$ cat src/design/appm_pkg.sv
package appm_pkg;

  localparam int unsigned AddrW = 5;
  localparam int unsigned DataW = 32;

  typedef enum logic [2:0] {
    OP_TICK     = 3'd0,
    OP_OVERFLOW = 3'd1,
    OP_CAPTURE  = 3'd2,
    OP_EDGE     = 3'd3,
    OP_READ     = 3'd4
  } op_e;

  typedef enum logic [1:0] {
    STATUS_PERIOD   = 2'd0,
    STATUS_SLOW     = 2'd1,
    STATUS_NO_PULSE = 2'd2
  } status_e;

  typedef enum logic [2:0] {
    REG_SINGLE_ENTER = 3'd0,
    REG_SINGLE_LEAVE = 3'd1,
    REG_SPARSE_EXIT  = 3'd2,
    REG_FAST_TIMEOUT = 3'd3,
    REG_SLOW_TIMEOUT = 3'd4,
    REG_NO_PULSE     = 3'd5,
    REG_HALF_INIT    = 3'd6
  } reg_e;

  typedef struct packed {
    logic [7:0] single_enter_below;
    logic [7:0] single_leave_above;
    logic [8:0] sparse_exit_sum;
    logic [7:0] fast_timeout;
    logic [7:0] slow_timeout;
    logic [7:0] no_pulse_ticks;
    logic [7:0] half_init;
  } cfg_t;

  typedef struct packed {
    status_e     status;
    logic [23:0] period;
    logic        sparse_active;
    logic        single_shot;
  } result_t;

  localparam logic [7:0]  RstSingleEnter = 8'd12;
  localparam logic [7:0]  RstSingleLeave = 8'd24;
  localparam logic [8:0]  RstSparseExit  = 9'd38;
  localparam logic [7:0]  RstFastTimeout = 8'd82;
  localparam logic [7:0]  RstSlowTimeout = 8'd162;
  localparam logic [7:0]  RstNoPulse     = 8'd168;
  localparam logic [7:0]  RstHalfInit    = 8'd45;
  localparam logic [7:0]  RstTickCount   = 8'd200;
  localparam logic [23:0] AllOnes24      = 24'hFF_FFFF;

endpackage

$ cat src/design/appm_cfg.sv
module appm_cfg (
  input  logic                       clk_i,
  input  logic                       rst_ni,
  input  logic                       psel,
  input  logic                       penable,
  input  logic                       pwrite,
  input  logic [appm_pkg::AddrW-1:0] paddr,
  input  logic [appm_pkg::DataW-1:0] pwdata,
  output logic [appm_pkg::DataW-1:0] prdata,
  output appm_pkg::cfg_t             cfg_o
);
  import appm_pkg::*;

  cfg_t cfg_q;
  cfg_t cfg_d;
  logic wr_en;
  reg_e idx;

  assign wr_en = psel && penable && pwrite;
  assign idx   = reg_e'(paddr[AddrW-1:2]);

  always_comb begin
    cfg_d = cfg_q;
    if (wr_en) begin
      unique case (idx)
        REG_SINGLE_ENTER: cfg_d.single_enter_below = pwdata[7:0];
        REG_SINGLE_LEAVE: cfg_d.single_leave_above = pwdata[7:0];
        REG_SPARSE_EXIT:  cfg_d.sparse_exit_sum    = pwdata[8:0];
        REG_FAST_TIMEOUT: cfg_d.fast_timeout       = pwdata[7:0];
        REG_SLOW_TIMEOUT: cfg_d.slow_timeout       = pwdata[7:0];
        REG_NO_PULSE:     cfg_d.no_pulse_ticks     = pwdata[7:0];
        REG_HALF_INIT:    cfg_d.half_init          = pwdata[7:0];
        default: ;
      endcase
    end
  end

  always_comb begin
    unique case (idx)
      REG_SINGLE_ENTER: prdata = {24'd0, cfg_q.single_enter_below};
      REG_SINGLE_LEAVE: prdata = {24'd0, cfg_q.single_leave_above};
      REG_SPARSE_EXIT:  prdata = {23'd0, cfg_q.sparse_exit_sum};
      REG_FAST_TIMEOUT: prdata = {24'd0, cfg_q.fast_timeout};
      REG_SLOW_TIMEOUT: prdata = {24'd0, cfg_q.slow_timeout};
      REG_NO_PULSE:     prdata = {24'd0, cfg_q.no_pulse_ticks};
      REG_HALF_INIT:    prdata = {24'd0, cfg_q.half_init};
      default:          prdata = '0;
    endcase
  end

  always_ff @(posedge clk_i or negedge rst_ni) begin
    if (!rst_ni) begin
      cfg_q.single_enter_below <= RstSingleEnter;
      cfg_q.single_leave_above <= RstSingleLeave;
      cfg_q.sparse_exit_sum    <= RstSparseExit;
      cfg_q.fast_timeout       <= RstFastTimeout;
      cfg_q.slow_timeout       <= RstSlowTimeout;
      cfg_q.no_pulse_ticks     <= RstNoPulse;
      cfg_q.half_init          <= RstHalfInit;
    end else begin
      cfg_q <= cfg_d;
    end
  end

  assign cfg_o = cfg_q;

endmodule

$ cat src/design/appm_engine.sv
module appm_engine #(
  parameter int unsigned TICKS_PER_SLOT = 4
) (
  input  logic              clk_i,
  input  logic              rst_ni,
  input  logic              step_i,
  input  logic [2:0]        op_i,
  input  logic [15:0]       count_low_i,
  input  appm_pkg::cfg_t    cfg_i,
  output appm_pkg::result_t result_o
);
  import appm_pkg::*;

  localparam logic [2:0] SlotCount = 3'(TICKS_PER_SLOT);
  localparam logic [1:0] SlotLast  = 2'(TICKS_PER_SLOT - 1);

  logic        sparse_q, sparse_d;
  logic        first_q, first_d;
  logic [7:0]  tick_q, tick_d;
  logic [7:0]  half_a_q, half_a_d;
  logic [7:0]  half_b_q, half_b_d;
  logic        phase_q, phase_d;
  logic [7:0]  ovf_q, ovf_d;
  logic [23:0] last_q, last_d;
  logic        single_q, single_d;
  logic        armed_q, armed_d;
  logic        comp_q, comp_d;
  logic [1:0]  slot_q, slot_d;

  logic [7:0]  tick_inc;
  logic [8:0]  half_sum;
  logic [2:0]  slot_next;

  assign tick_inc = (tick_q == 8'hFF) ? tick_q : tick_q + 8'd1;
  assign half_sum = {1'b0, half_a_q} + {1'b0, half_b_q};

  always_comb begin
    sparse_d  = sparse_q;
    first_d   = first_q;
    tick_d    = tick_q;
    half_a_d  = half_a_q;
    half_b_d  = half_b_q;
    phase_d   = phase_q;
    ovf_d     = ovf_q;
    last_d    = last_q;
    single_d  = single_q;
    armed_d   = armed_q;
    comp_d    = comp_q;
    slot_d    = slot_q;
    slot_next = '0;
    if (step_i) begin
      case (op_e'(op_i))
        OP_TICK: begin
          tick_d = tick_inc;
          if (sparse_q && (half_sum < cfg_i.sparse_exit_sum)) begin
            comp_d   = 1'b0;
            single_d = 1'b1;
            ovf_d    = '0;
            tick_d   = '0;
            last_d   = AllOnes24;
            sparse_d = 1'b0;
            first_d  = 1'b1;
            slot_d   = SlotLast;
          end else if (!sparse_q && (((tick_inc > cfg_i.fast_timeout) && !first_q) ||
                                     (tick_inc > cfg_i.slow_timeout))) begin
            tick_d   = '0;
            half_a_d = cfg_i.half_init;
            half_b_d = cfg_i.half_init;
            sparse_d = 1'b1;
            first_d  = 1'b1;
            slot_d   = SlotLast;
          end
          slot_next = {1'b0, slot_d} + 3'd1;
          if (slot_next < SlotCount) begin
            slot_d = slot_next[1:0];
          end else begin
            slot_d = '0;
            if (!sparse_d) begin
              if (single_d) armed_d = 1'b1;
            end else begin
              comp_d = 1'b1;
            end
          end
        end
        OP_OVERFLOW: begin
          if (!sparse_q && (ovf_q != 8'hFF)) ovf_d = ovf_q + 8'd1;
        end
        OP_CAPTURE: begin
          if (!sparse_q && !(single_q && !armed_q)) begin
            last_d = {ovf_q, count_low_i};
            if (ovf_q < cfg_i.single_enter_below) begin
              single_d = 1'b1;
            end else if (ovf_q > cfg_i.single_leave_above) begin
              single_d = 1'b0;
            end
            armed_d = 1'b0;
            ovf_d   = '0;
            tick_d  = '0;
            first_d = 1'b0;
          end
        end
        OP_EDGE: begin
          if (sparse_q && comp_q) begin
            first_d = 1'b0;
            phase_d = !phase_q;
            if (phase_q) half_a_d = tick_q;
            else         half_b_d = tick_q;
            tick_d = '0;
          end
        end
        default: ;
      endcase
    end
  end

  always_comb begin
    result_o.sparse_active = sparse_d;
    result_o.single_shot   = single_d;
    if (sparse_d) begin
      result_o.status = (tick_d >= cfg_i.no_pulse_ticks) ? STATUS_NO_PULSE : STATUS_SLOW;
      result_o.period = AllOnes24;
    end else begin
      result_o.status = STATUS_PERIOD;
      result_o.period = (last_d[23:16] == 8'hFF) ? AllOnes24 : last_d;
    end
  end

  always_ff @(posedge clk_i or negedge rst_ni) begin
    if (!rst_ni) begin
      sparse_q <= 1'b0;
      first_q  <= 1'b0;
      tick_q   <= RstTickCount;
      half_a_q <= '0;
      half_b_q <= '0;
      phase_q  <= 1'b0;
      ovf_q    <= '0;
      last_q   <= AllOnes24;
      single_q <= 1'b0;
      armed_q  <= 1'b0;
      comp_q   <= 1'b0;
      slot_q   <= '0;
    end else begin
      sparse_q <= sparse_d;
      first_q  <= first_d;
      tick_q   <= tick_d;
      half_a_q <= half_a_d;
      half_b_q <= half_b_d;
      phase_q  <= phase_d;
      ovf_q    <= ovf_d;
      last_q   <= last_d;
      single_q <= single_d;
      armed_q  <= armed_d;
      comp_q   <= comp_d;
      slot_q   <= slot_d;
    end
  end

endmodule

$ cat src/design/autoranging_pulse_period_meter_core.sv
// Channel | Direction | tdata (low bit up)                            | tuser
// s_axis  | in        | count_low[15:0]                               | op[2:0]
// m_axis  | out       | period[23:0], sparse_active, single_shot, pad | status[1:0]
// apb     | in        | registers at byte address 4*i, i = 0..6       | -
//
// An accepted transaction is held in the input register until the output can take it; its
// state update and result are then formed combinationally and written to the output register.
// The result reaches m_axis through the input and output registers, and one transaction is taken
// every cycle while m_axis is not stalled.
// Reset restores the register defaults and the state after power-up; no clearing pass.
// A stalled output holds the input register, which then lowers s_axis_tready.
module autoranging_pulse_period_meter_core #(
  parameter int unsigned TICKS_PER_SLOT = 4
) (
  input  logic                       clk_i,
  input  logic                       rst_ni,
  input  logic                       s_axis_tvalid,
  output logic                       s_axis_tready,
  input  logic [15:0]                s_axis_tdata,  // count_low
  input  logic [2:0]                 s_axis_tuser,  // op
  output logic                       m_axis_tvalid,
  input  logic                       m_axis_tready,
  output logic [31:0]                m_axis_tdata,  // period, sparse_active, single_shot
  output logic [1:0]                 m_axis_tuser,  // status
  input  logic                       psel,
  input  logic                       penable,
  input  logic                       pwrite,
  input  logic [appm_pkg::AddrW-1:0] paddr,
  input  logic [appm_pkg::DataW-1:0] pwdata,
  output logic [appm_pkg::DataW-1:0] prdata,
  output logic                       pready
);
  import appm_pkg::*;

  cfg_t        cfg;
  result_t     result;
  logic        in_valid_q;
  logic [2:0]  in_op_q;
  logic [15:0] in_low_q;
  logic        out_valid_q;
  result_t     out_q;
  logic        advance;

  assign pready        = 1'b1;
  assign advance       = in_valid_q && (!out_valid_q || m_axis_tready);
  assign s_axis_tready = !in_valid_q || advance;

  appm_cfg u_cfg (
    .clk_i   (clk_i),
    .rst_ni  (rst_ni),
    .psel    (psel),
    .penable (penable),
    .pwrite  (pwrite),
    .paddr   (paddr),
    .pwdata  (pwdata),
    .prdata  (prdata),
    .cfg_o   (cfg)
  );

  appm_engine #(
    .TICKS_PER_SLOT (TICKS_PER_SLOT)
  ) u_engine (
    .clk_i       (clk_i),
    .rst_ni      (rst_ni),
    .step_i      (advance),
    .op_i        (in_op_q),
    .count_low_i (in_low_q),
    .cfg_i       (cfg),
    .result_o    (result)
  );

  always_ff @(posedge clk_i or negedge rst_ni) begin
    if (!rst_ni) begin
      in_valid_q  <= 1'b0;
      out_valid_q <= 1'b0;
    end else begin
      if (s_axis_tready) in_valid_q <= s_axis_tvalid;
      if (advance) begin
        out_valid_q <= 1'b1;
      end else if (m_axis_tready) begin
        out_valid_q <= 1'b0;
      end
    end
  end

  always_ff @(posedge clk_i) begin
    if (s_axis_tready && s_axis_tvalid) begin
      in_op_q  <= s_axis_tuser;
      in_low_q <= s_axis_tdata;
    end
    if (advance) out_q <= result;
  end

  assign m_axis_tvalid = out_valid_q;
  assign m_axis_tdata  = {6'd0, out_q.single_shot, out_q.sparse_active, out_q.period};
  assign m_axis_tuser  = out_q.status;

endmodule
$ cat config.mk
export PLATFORM = sky130hd
export DESIGN_NAME = autoranging_pulse_period_meter_core
export DESIGN_NICKNAME = d
export VERILOG_FILES = /design/src/design/appm_pkg.sv /design/src/design/appm_cfg.sv /design/src/design/appm_engine.sv /design/src/design/autoranging_pulse_period_meter_core.sv
export SDC_FILE = /design/constraint.sdc
export NUM_CORES = 1
export LEC_CHECK = 0
export BUFFER_PORTS_ARGS = -buffer_cell sky130_fd_sc_hd__buf_4
export CORE_UTILIZATION = 25
export CTS_BUF_LIST = sky130_fd_sc_hd__clkbuf_16
export DETAILED_ROUTE_END_ITERATION = 7
export SLEW_MARGIN = 20
export SYNTH_ARGS = -nofsm -noshare
export SYNTH_HDL_FRONTEND = slang
export SYNTH_HIERARCHICAL = 1
export SYNTH_SLANG_ARGS = --single-unit
$ cat constraint.sdc
create_clock -name clk_i -period 5 [get_ports clk_i]
set_clock_uncertainty 0.1 [all_clocks]
set_input_delay 0.25 -clock clk_i [delete_from_list [all_inputs] [get_ports clk_i]]
set_output_delay 0.25 -clock clk_i [all_outputs]
set_load 0.05 [all_outputs]
==> impl_metrics.csv, run 1 <==
group,metric,value,unit
outcome,status,"finished clean",
power_and_ir_drop,ir_drop,0.000277,V
cells_and_area,mostFrequentLayoutCells,"buf_4, nand2_1, dfrtp_1",
cells_and_area,design_area,11800,um2
timing,fin_crit_sh,95.4,%
yosys,async_flop_share,72.4,%
cells_and_area,final_common_cell,"buf_4",
worst_setup_path,slowest_stage,"dfstp_2",
yosys,ys_warn_count,6,
yosys,yosysSeqAreaShare,46.4,%
worst_setup_path,crit_family,"compound AO/OA/AOI/OAI gates",
timing,rsz0062_at_grt,"false",
placed_design,placed_cells,1491,
grt,grt_pass1_wl,40.7,mm
placed_design,portBuffers,76,
cells_and_area,drive_above_1_share,30.3,%
route,top_layer,"met4",
route,ant_nets,0,
die,die-area,40000,um2
route,wl_met1,11.3,mm
route,wl_met2,12.9,mm
worst_setup_path,crit_type,"flip-flop to flip-flop",
die,coreArea,38600,um2
route,vias_per_cell,4.75,
yosys,synth_xor_area_share,0.625,%
clock_tree,clock-sinks,170,
worst_setup_path,path_common_cell,"a21o_1",
power_and_ir_drop,internal-power,3560,uW
yosys,syn_inst,902,
worst_setup_path,r2r_start,"u_engine/tick_q[6]$_DFF_PN1_",
run,cap_viol_max_count,0,
min_path,min_from,"m_axis_tready",
power_and_ir_drop,total_power,5650,uW
worst_setup_path,required,5090,ps
cells_and_area,stdcell_count,1549,
min_path,hp-class,"input pin to flip-flop",
yosys,postSynthAreaPerCell,10.9,um2
route,drtIter0Drc,514,
clock_tree,cts_buffers,17,
die,rows,72,
timing,setup_viol,0,
cells_and_area,fin_nets,1140,
route,first_pass_iters,4,
worst_setup_path,crit_chain,"and4_1 > a31oi_1 > and3_1 > nor2b_1 > or2_2 > ha_1 > a21o_1 > a21o_1 > a221oi_1 > o211a_1 > o2111a_1 > a211oi_2 > ha_1 > nand2b_1 > a21o_1 > a21o_1 > a211oi_2 > o21ai_2 > and3_4",
yosys,yosys.area_share.simple,15.8,%
timing,period_minus_slack,4770,ps
cells_and_area,area_growth,20.7,%
worst_setup_path,critPathLaunchType,"flip-flop",
cells_and_area,antennaDiodeCount,0,
worst_setup_path,max_stage_delay,530,ps
yosys,yosys_register_bits,170,
worst_setup_path,cp_max_fo,5,
yosys,ys.flop_type,"dfrtp_1",
worst_setup_path,cp.buffers_inverters,0,
power_and_ir_drop,powerDensity,477,nW/um2
clock_tree,cts_root_buf,"clkbuf_16",
timing,fmax,0.210,GHz
placed_design,dpl_cell_area,11000,um2
route,via_count,7364,
route,wl,26.0,mm
grt,antenna_found_initial,0,
placed_design,dpl.hpwl,18.7,mm
timing,slew_viol_final,0,
route,met3_length,859,um
timing,finalHoldViolCount,0,
yosys,synth_fa_ha_area_share,7.60,%
route,drc,0,
route,wire_per_inst,16.8,um
clock_tree,cts_buffer_depth,2,
die,die_h,200,um
die,start_util,25.4,%
power_and_ir_drop,p_switching,2080,uW
clock_tree,clk_pin_slew,70,ps
power_and_ir_drop,power_frac_seq,36.5,%
worst_setup_path,arrival,4860,ps
yosys,synth_edf_count,47,
die,die_w,200,um
worst_setup_path,endpoint_kind,"flip-flop",
clock_tree,cts_tree,"built",
worst_setup_path,cp-startpoint,"u_engine/tick_q[6]$_DFF_PN1_",
yosys,synth.distinct_cells,73,
timing,tightest_slew,884,ps
placed_design,place.gp.congestion,0.828,
grt,gr-total-overflow,0,
timing,slew-limit-headroom,41.1,%
die,top_level_ports,132,
grt,grt_max_degree,68,
yosys,synth_mux_area_share,11.0,%
yosys,synth_compound_gate_area_share,12.1,%
clock_tree,h-tree-depth,4,
grt,first_global_vias,7306,
timing,hold-worst-slack,9.02,ps
power_and_ir_drop,power.share.clock,22.5,%
timing,tns,0,ps
grt,track_usage,13.3,%
power_and_ir_drop,switching_share,36.9,%
clock_tree,clk_latency,440,ps
power_and_ir_drop,p_leak,0.00517,uW
yosys,synth_top_family_by_area,"simple AND/OR/NAND/NOR gates",
yosys,synthesis.area,9810,um2
power_and_ir_drop,pwr-share-comb,41.0,%
==> sequential cells by signal, indices dropped and copies added (netlist names), 3 cells and up <==
signal	flops
u_engine/half_b_q	8
m_axis_tdata	26
in_op_q	3
u_engine/ovf_q	8
u_engine/tick_q	8
in_low_q	16
u_cfg/cfg_o	57
u_engine/half_a_q	8
u_engine/last_q	24
==> cell type report <==
class,instances,area [um2]
Clock buffer,17,425
Clock inverter,15,128
Multi-Input combinational cell,634,4770
Timing Repair Buffer,139,1100
Sequential cell,170,4550
Fill cell,3926,26800
Inverter,56,210
Tap cell,518,648
==> worst paths after layout <==
kind / end / slack [ps] / cells past startpoint
min: m_axis_tvalid$_DFFE_PN0P_ / 9 / 3
max in group asynchronous: u_engine/ovf_q[7]$_DFFE_PN0P_ / 3030 / 3
min reg2reg: u_engine/slot_q[0]$_DFFE_PN0P_ / 380 / 1
min in group asynchronous: in_valid_q$_DFFE_PN0P_ / 360 / 2
max reg2reg: m_axis_tuser[1]$_DFFE_PP_ / 230 / 19
max: m_axis_tuser[1]$_DFFE_PP_ / 230 / 19
==> repair_timing <==
action | CTS | global route
gates resized for setup | 1 | 10
hold endpoints to repair | 49 | 0
setup endpoints to repair | 1 | 2
pin swaps | 0 | 7
buffers inserted | 0 | 3
hold buffers | 23 | 0
gates cloned | 0 | 0
==> synthesized netlist by cell type (all sizes together) (7+ instances only) <==
master | number | area [um2]
a211oi | 12 | 95.1
a21o | 11 | 82.6
a21oi | 25 | 125
a222oi | 8 | 80.1
a31oi | 7 | 43.8
and2 | 9 | 58.8
buf | 42 | 318
clkbuf | 27 | 103
dfrtp | 76 | 1900
dfstp | 47 | 1230
edfxtp | 47 | 1410
ha | 58 | 726
inv | 56 | 210
mux2 | 79 | 950
mux2i | 13 | 130
nand2 | 79 | 297
nand2b | 15 | 93.8
nand3 | 43 | 215
nand3b | 25 | 200
nand4 | 10 | 68.8
nor2 | 33 | 136
nor2b | 14 | 87.6
o211ai | 11 | 82.6
o21a | 13 | 97.6
o21ai | 39 | 199
or2 | 8 | 50.1
or3 | 7 | 43.8
or4b | 10 | 100
==> per-layer routing <==
metal | GRT usage (%) | vias up
met1 | 17.0 | 3680
li1 | - | 3469
met2 | 21.9 | 167
met5 | 0 | -
met4 | 6.93 | 0
met3 | 1.68 | 48
==> worst min-delay path, stage by stage <==
cell,delay (ps)
buf_4,80
nand2b_1,110
nand2b_1,60
==> cells by family after synthesis <==
logic type	after synthesis
XOR/XNOR	7
AND/OR/NAND/NOR	277
adder cells (fa/ha/maj)	59
multiplexers	92
buffers and inverters	125
other	3
AO/OA/AOI/OAI	169
flip-flops	170
==> power groups by stage <==
stage                     Combinational (uW)  Clock, uW  Sequential, uW
after floorplan                         1410          0            2190
after global placement                  2160          0            2080
after detailed placement                2220          0            2090
after CTS                               2250       1290            2060
after global routing                    2570       1340            2100
final                                   2320       1270            2060
==> per-stage QoR <==
stage | util [%] | setup WS (ps)
2_1_floorplan | - | 183
3_3_place_gp | 28.4 | -32.1
3_5_place_dp | 28.4 | -84.8
4_1_cts | 30.5 | 2.92
5_1_grt | 30.6 | 12.8
6_report | 30.6 | 230
No activity file was read; power rests on OpenSTA's default activity.
==> inputs of run 2 (changes only) <==
- SYNTH_HIERARCHICAL: 1 -> unset
==> impl_metrics.csv, run 2 <==
group,metric,value,unit
worst_setup_path,critPathLaunchType,"flip-flop",
yosys,synth_top_cell_by_area,"dfrtp_1",
timing,slew_viol_final,0,
yosys,synth_edf_count,47,
timing,setup_viol,0,
grt,track_usage,12.7,%
grt,antenna_found_initial,1,
yosys,yosysSeqAreaShare,49.9,%
timing,slew-limit-headroom,31.5,%
route,wl,23.1,mm
grt,grt_max_degree,52,
timing,finalHoldViolCount,0,
yosys,async_flop_share,72.4,%
grt,first_global_vias,6503,
run,cap_viol_max_count,0,
route,wire_per_inst,16.0,um
clock_tree,h-tree-depth,4,
placed_design,place_ws,-31.6,ps
yosys,yosys_register_bits,170,
power_and_ir_drop,powerDensity,392,nW/um2
worst_setup_path,arrival,4780,ps
outcome,status,"finished with violations",
min_path,hp-class,"input pin to flip-flop",
route,drtIter0Drc,372,
clock_tree,clk_latency,430,ps
timing,hold-worst-slack,20.6,ps
cells_and_area,fin_nets,1087,
timing,period_minus_slack,4720,ps
timing,fmax,0.212,GHz
die,rows,69,
die,die-area,37200,um2
cells_and_area,area_growth,21.1,%
placed_design,dpl.hpwl,17.1,mm
route,via_count,6556,
die,start_util,25.5,%
cells_and_area,final_common_cell,"nand2_1",
yosys,synth.distinct_cells,65,
die,die_h,193,um
worst_setup_path,endpoint_kind,"flip-flop",
yosys,synth_top_cells_by_count,"nand2_1, dfrtp_1, inv_1, o21ai_0, ha_1",
yosys,yosys.cell_count.top_type,"nand2_1",
timing,rsz0062_at_grt,"false",
clock_tree,clk_pin_slew,60,ps
cells_and_area,largest_reg_flops,57,
yosys,synthesis.area,9110,um2
clock_tree,cts_buffers,17,
yosys,yosysTopAreaCellShare,20.9,%
worst_setup_path,cp_max_fo,6,
route,first_pass_iters,7,
yosys,postSynthAreaPerCell,10.7,um2
timing,setup_ws,281,ps
placed_design,portBuffers,76,
clock_tree,cts_tree,"built",
route,ant_nets,0,
die,die_w,193,um
die,coreArea,35700,um2
yosys,ys_warn_count,0,
clock_tree,clock-sinks,170,
clock_tree,cts_buffer_depth,2,
yosys,syn_inst,852,
timing,fin_crit_sh,94.4,%
placed_design,place.gp.congestion,0.857,
grt,grt_pass1_wl,36.0,mm
die,top_level_ports,132,
cells_and_area,antennaDiodeCount,0,
worst_setup_path,required,5060,ps
route,drc,5,
cells_and_area,mostFrequentLayoutCells,"nand2_1, buf_4, dfrtp_1",
cells_and_area,drive_above_1_share,22.9,%
route,vias_per_cell,4.56,
grt,gr-total-overflow,0,
power_and_ir_drop,p_leak,0.00501,uW
yosys,ys.flop_type,"dfrtp_1",
clock_tree,cts_root_buf,"clkbuf_16",
power_and_ir_drop,ir_drop,0.000161,V
timing,tightest_slew,1030,ps
outcome,violations,"DRC",
worst_setup_path,crit_type,"flip-flop to flip-flop",
yosys,synth.area.top_cells,"dfrtp_1, edfxtp_1, dfstp_2",
==> run 2: cell types whose count changed after synthesis, moves of 16 or more <==
cell and delta:
mux2i_1 +44, nand2_1 +41, mux2_2 -38, o21ai_0 +32
nand3_1 -31, nand3b_1 -22, mux2_4 -16
==> run 2: report_power, final <==
part / switching, uW / leakage [uW] / internal, uW
sequential: 141 / 0.00183 / 1780
clock: 542 / 0.000278 / 725
combinational: 732 / 0.00291 / 407
total: 1420 / 0.00501 / 2910
==> run 2: kinds of logic (layout without fill, tap and decap cells) <==
family / Yosys count / after routing / synth area share (%)
AO/OA/AOI/OAI: 159 / 159 / 11.3
XOR/XNOR: 8 / 8 / 0.769
adder cells (fa/ha/maj): 59 / 59 / 8.18
buffers and inverters: 128 / 226 / 6.81
flip-flops: 170 / 170 / 49.9
multiplexers: 87 / 87 / 10.6
other: 2 / 30 / 0.0824
AND/OR/NAND/NOR: 239 / 239 / 12.4
==> run 2: through the flow <==
step	util (%)	TNS [ps]	power, uW	cell area (um2)	instances
final	30.9	0	4320	11000	1439
after floorplan	-	0	2690	9220	880
after detailed placement	28.4	-46.1	3050	10200	1380
after global routing	30.9	0	4560	11000	1439
after global placement	28.4	0	3020	10200	1380
after CTS	30.8	0	4360	11000	1438
==> run 2: repair_timing <==
item / in CTS / in global routing
hold buffers: 26 / 0
resized for setup: 2 / 12
hold endpoints to repair: 68 / 0
buffers inserted: 0 / 1
endpoints found under the setup margin: 2 / 2
pin swaps: 0 / 1
==> run 2: critical path: stages, from the launching register on <==
cell,delay (ps)
dfrtp_1,350
ha_2,190
inv_1,60
fa_2,390
nor2b_1,120
o21ai_1,80
a21boi_1,180
o21ai_0,100
nand2b_1,110
xor2_1,170
ha_1,260
and4_2,250
a2111oi_4,350
buf_4,200
a21o_1,130
nor2_1,70
buf_4,170
a22o_1,220
ha_1,270
or2_2,310
a21oi_2,150
a21oi_2,60
nor3b_2,160
==> run 2: worst paths after layout <==
check                                                      end                        startpoint  slack (ps)  cells past startpoint
worst min-delay path               u_cfg.cfg_o[13]$_DFFE_PN1P_                         pwdata[5]          20                      3
max in group asynchronous          u_cfg.cfg_o[32]$_DFFE_PN0P_                            rst_ni        3380                      3
worst min register to register  u_engine.slot_q[0]$_DFFE_PN0P_    u_engine.slot_q[0]$_DFFE_PN0P_         390                      1
worst max register to register   m_axis_tuser[1]$_SDFFCE_PN0P_  u_engine.half_b_q[0]$_DFFE_PN0P_         280                     22
min in group asynchronous        u_engine.ovf_q[3]$_DFFE_PN0P_                            rst_ni         300                      2
worst max-delay path             m_axis_tuser[1]$_SDFFCE_PN0P_  u_engine.half_b_q[0]$_DFFE_PN0P_         280                     22
==> run 2: cell type report <==
type	instances	area [um2]
clock inverters	15	136
fillers	3687	24700
flip-flops and latches	170	4550
clock buffers	17	425
multi-input cells	582	4090
repair buffers	123	988
well taps	461	577
inverters	71	267
==> run 2: metal layers <==
| metal | part of all wire, % | routed length, um | vias up | track usage (%) |
|---|---|---|---|---|
| met5 | 0 | 0 | - | 0 |
| met4 | 2.5 | 581 | 0 | 4.78 |
| met3 | 3.0 | 688 | 28 | 2.59 |
| met2 | 50 | 11500 | 115 | 21.5 |
| met1 | 45 | 10300 | 3250 | 15.9 |
| li1 | - | - | 3163 | - |
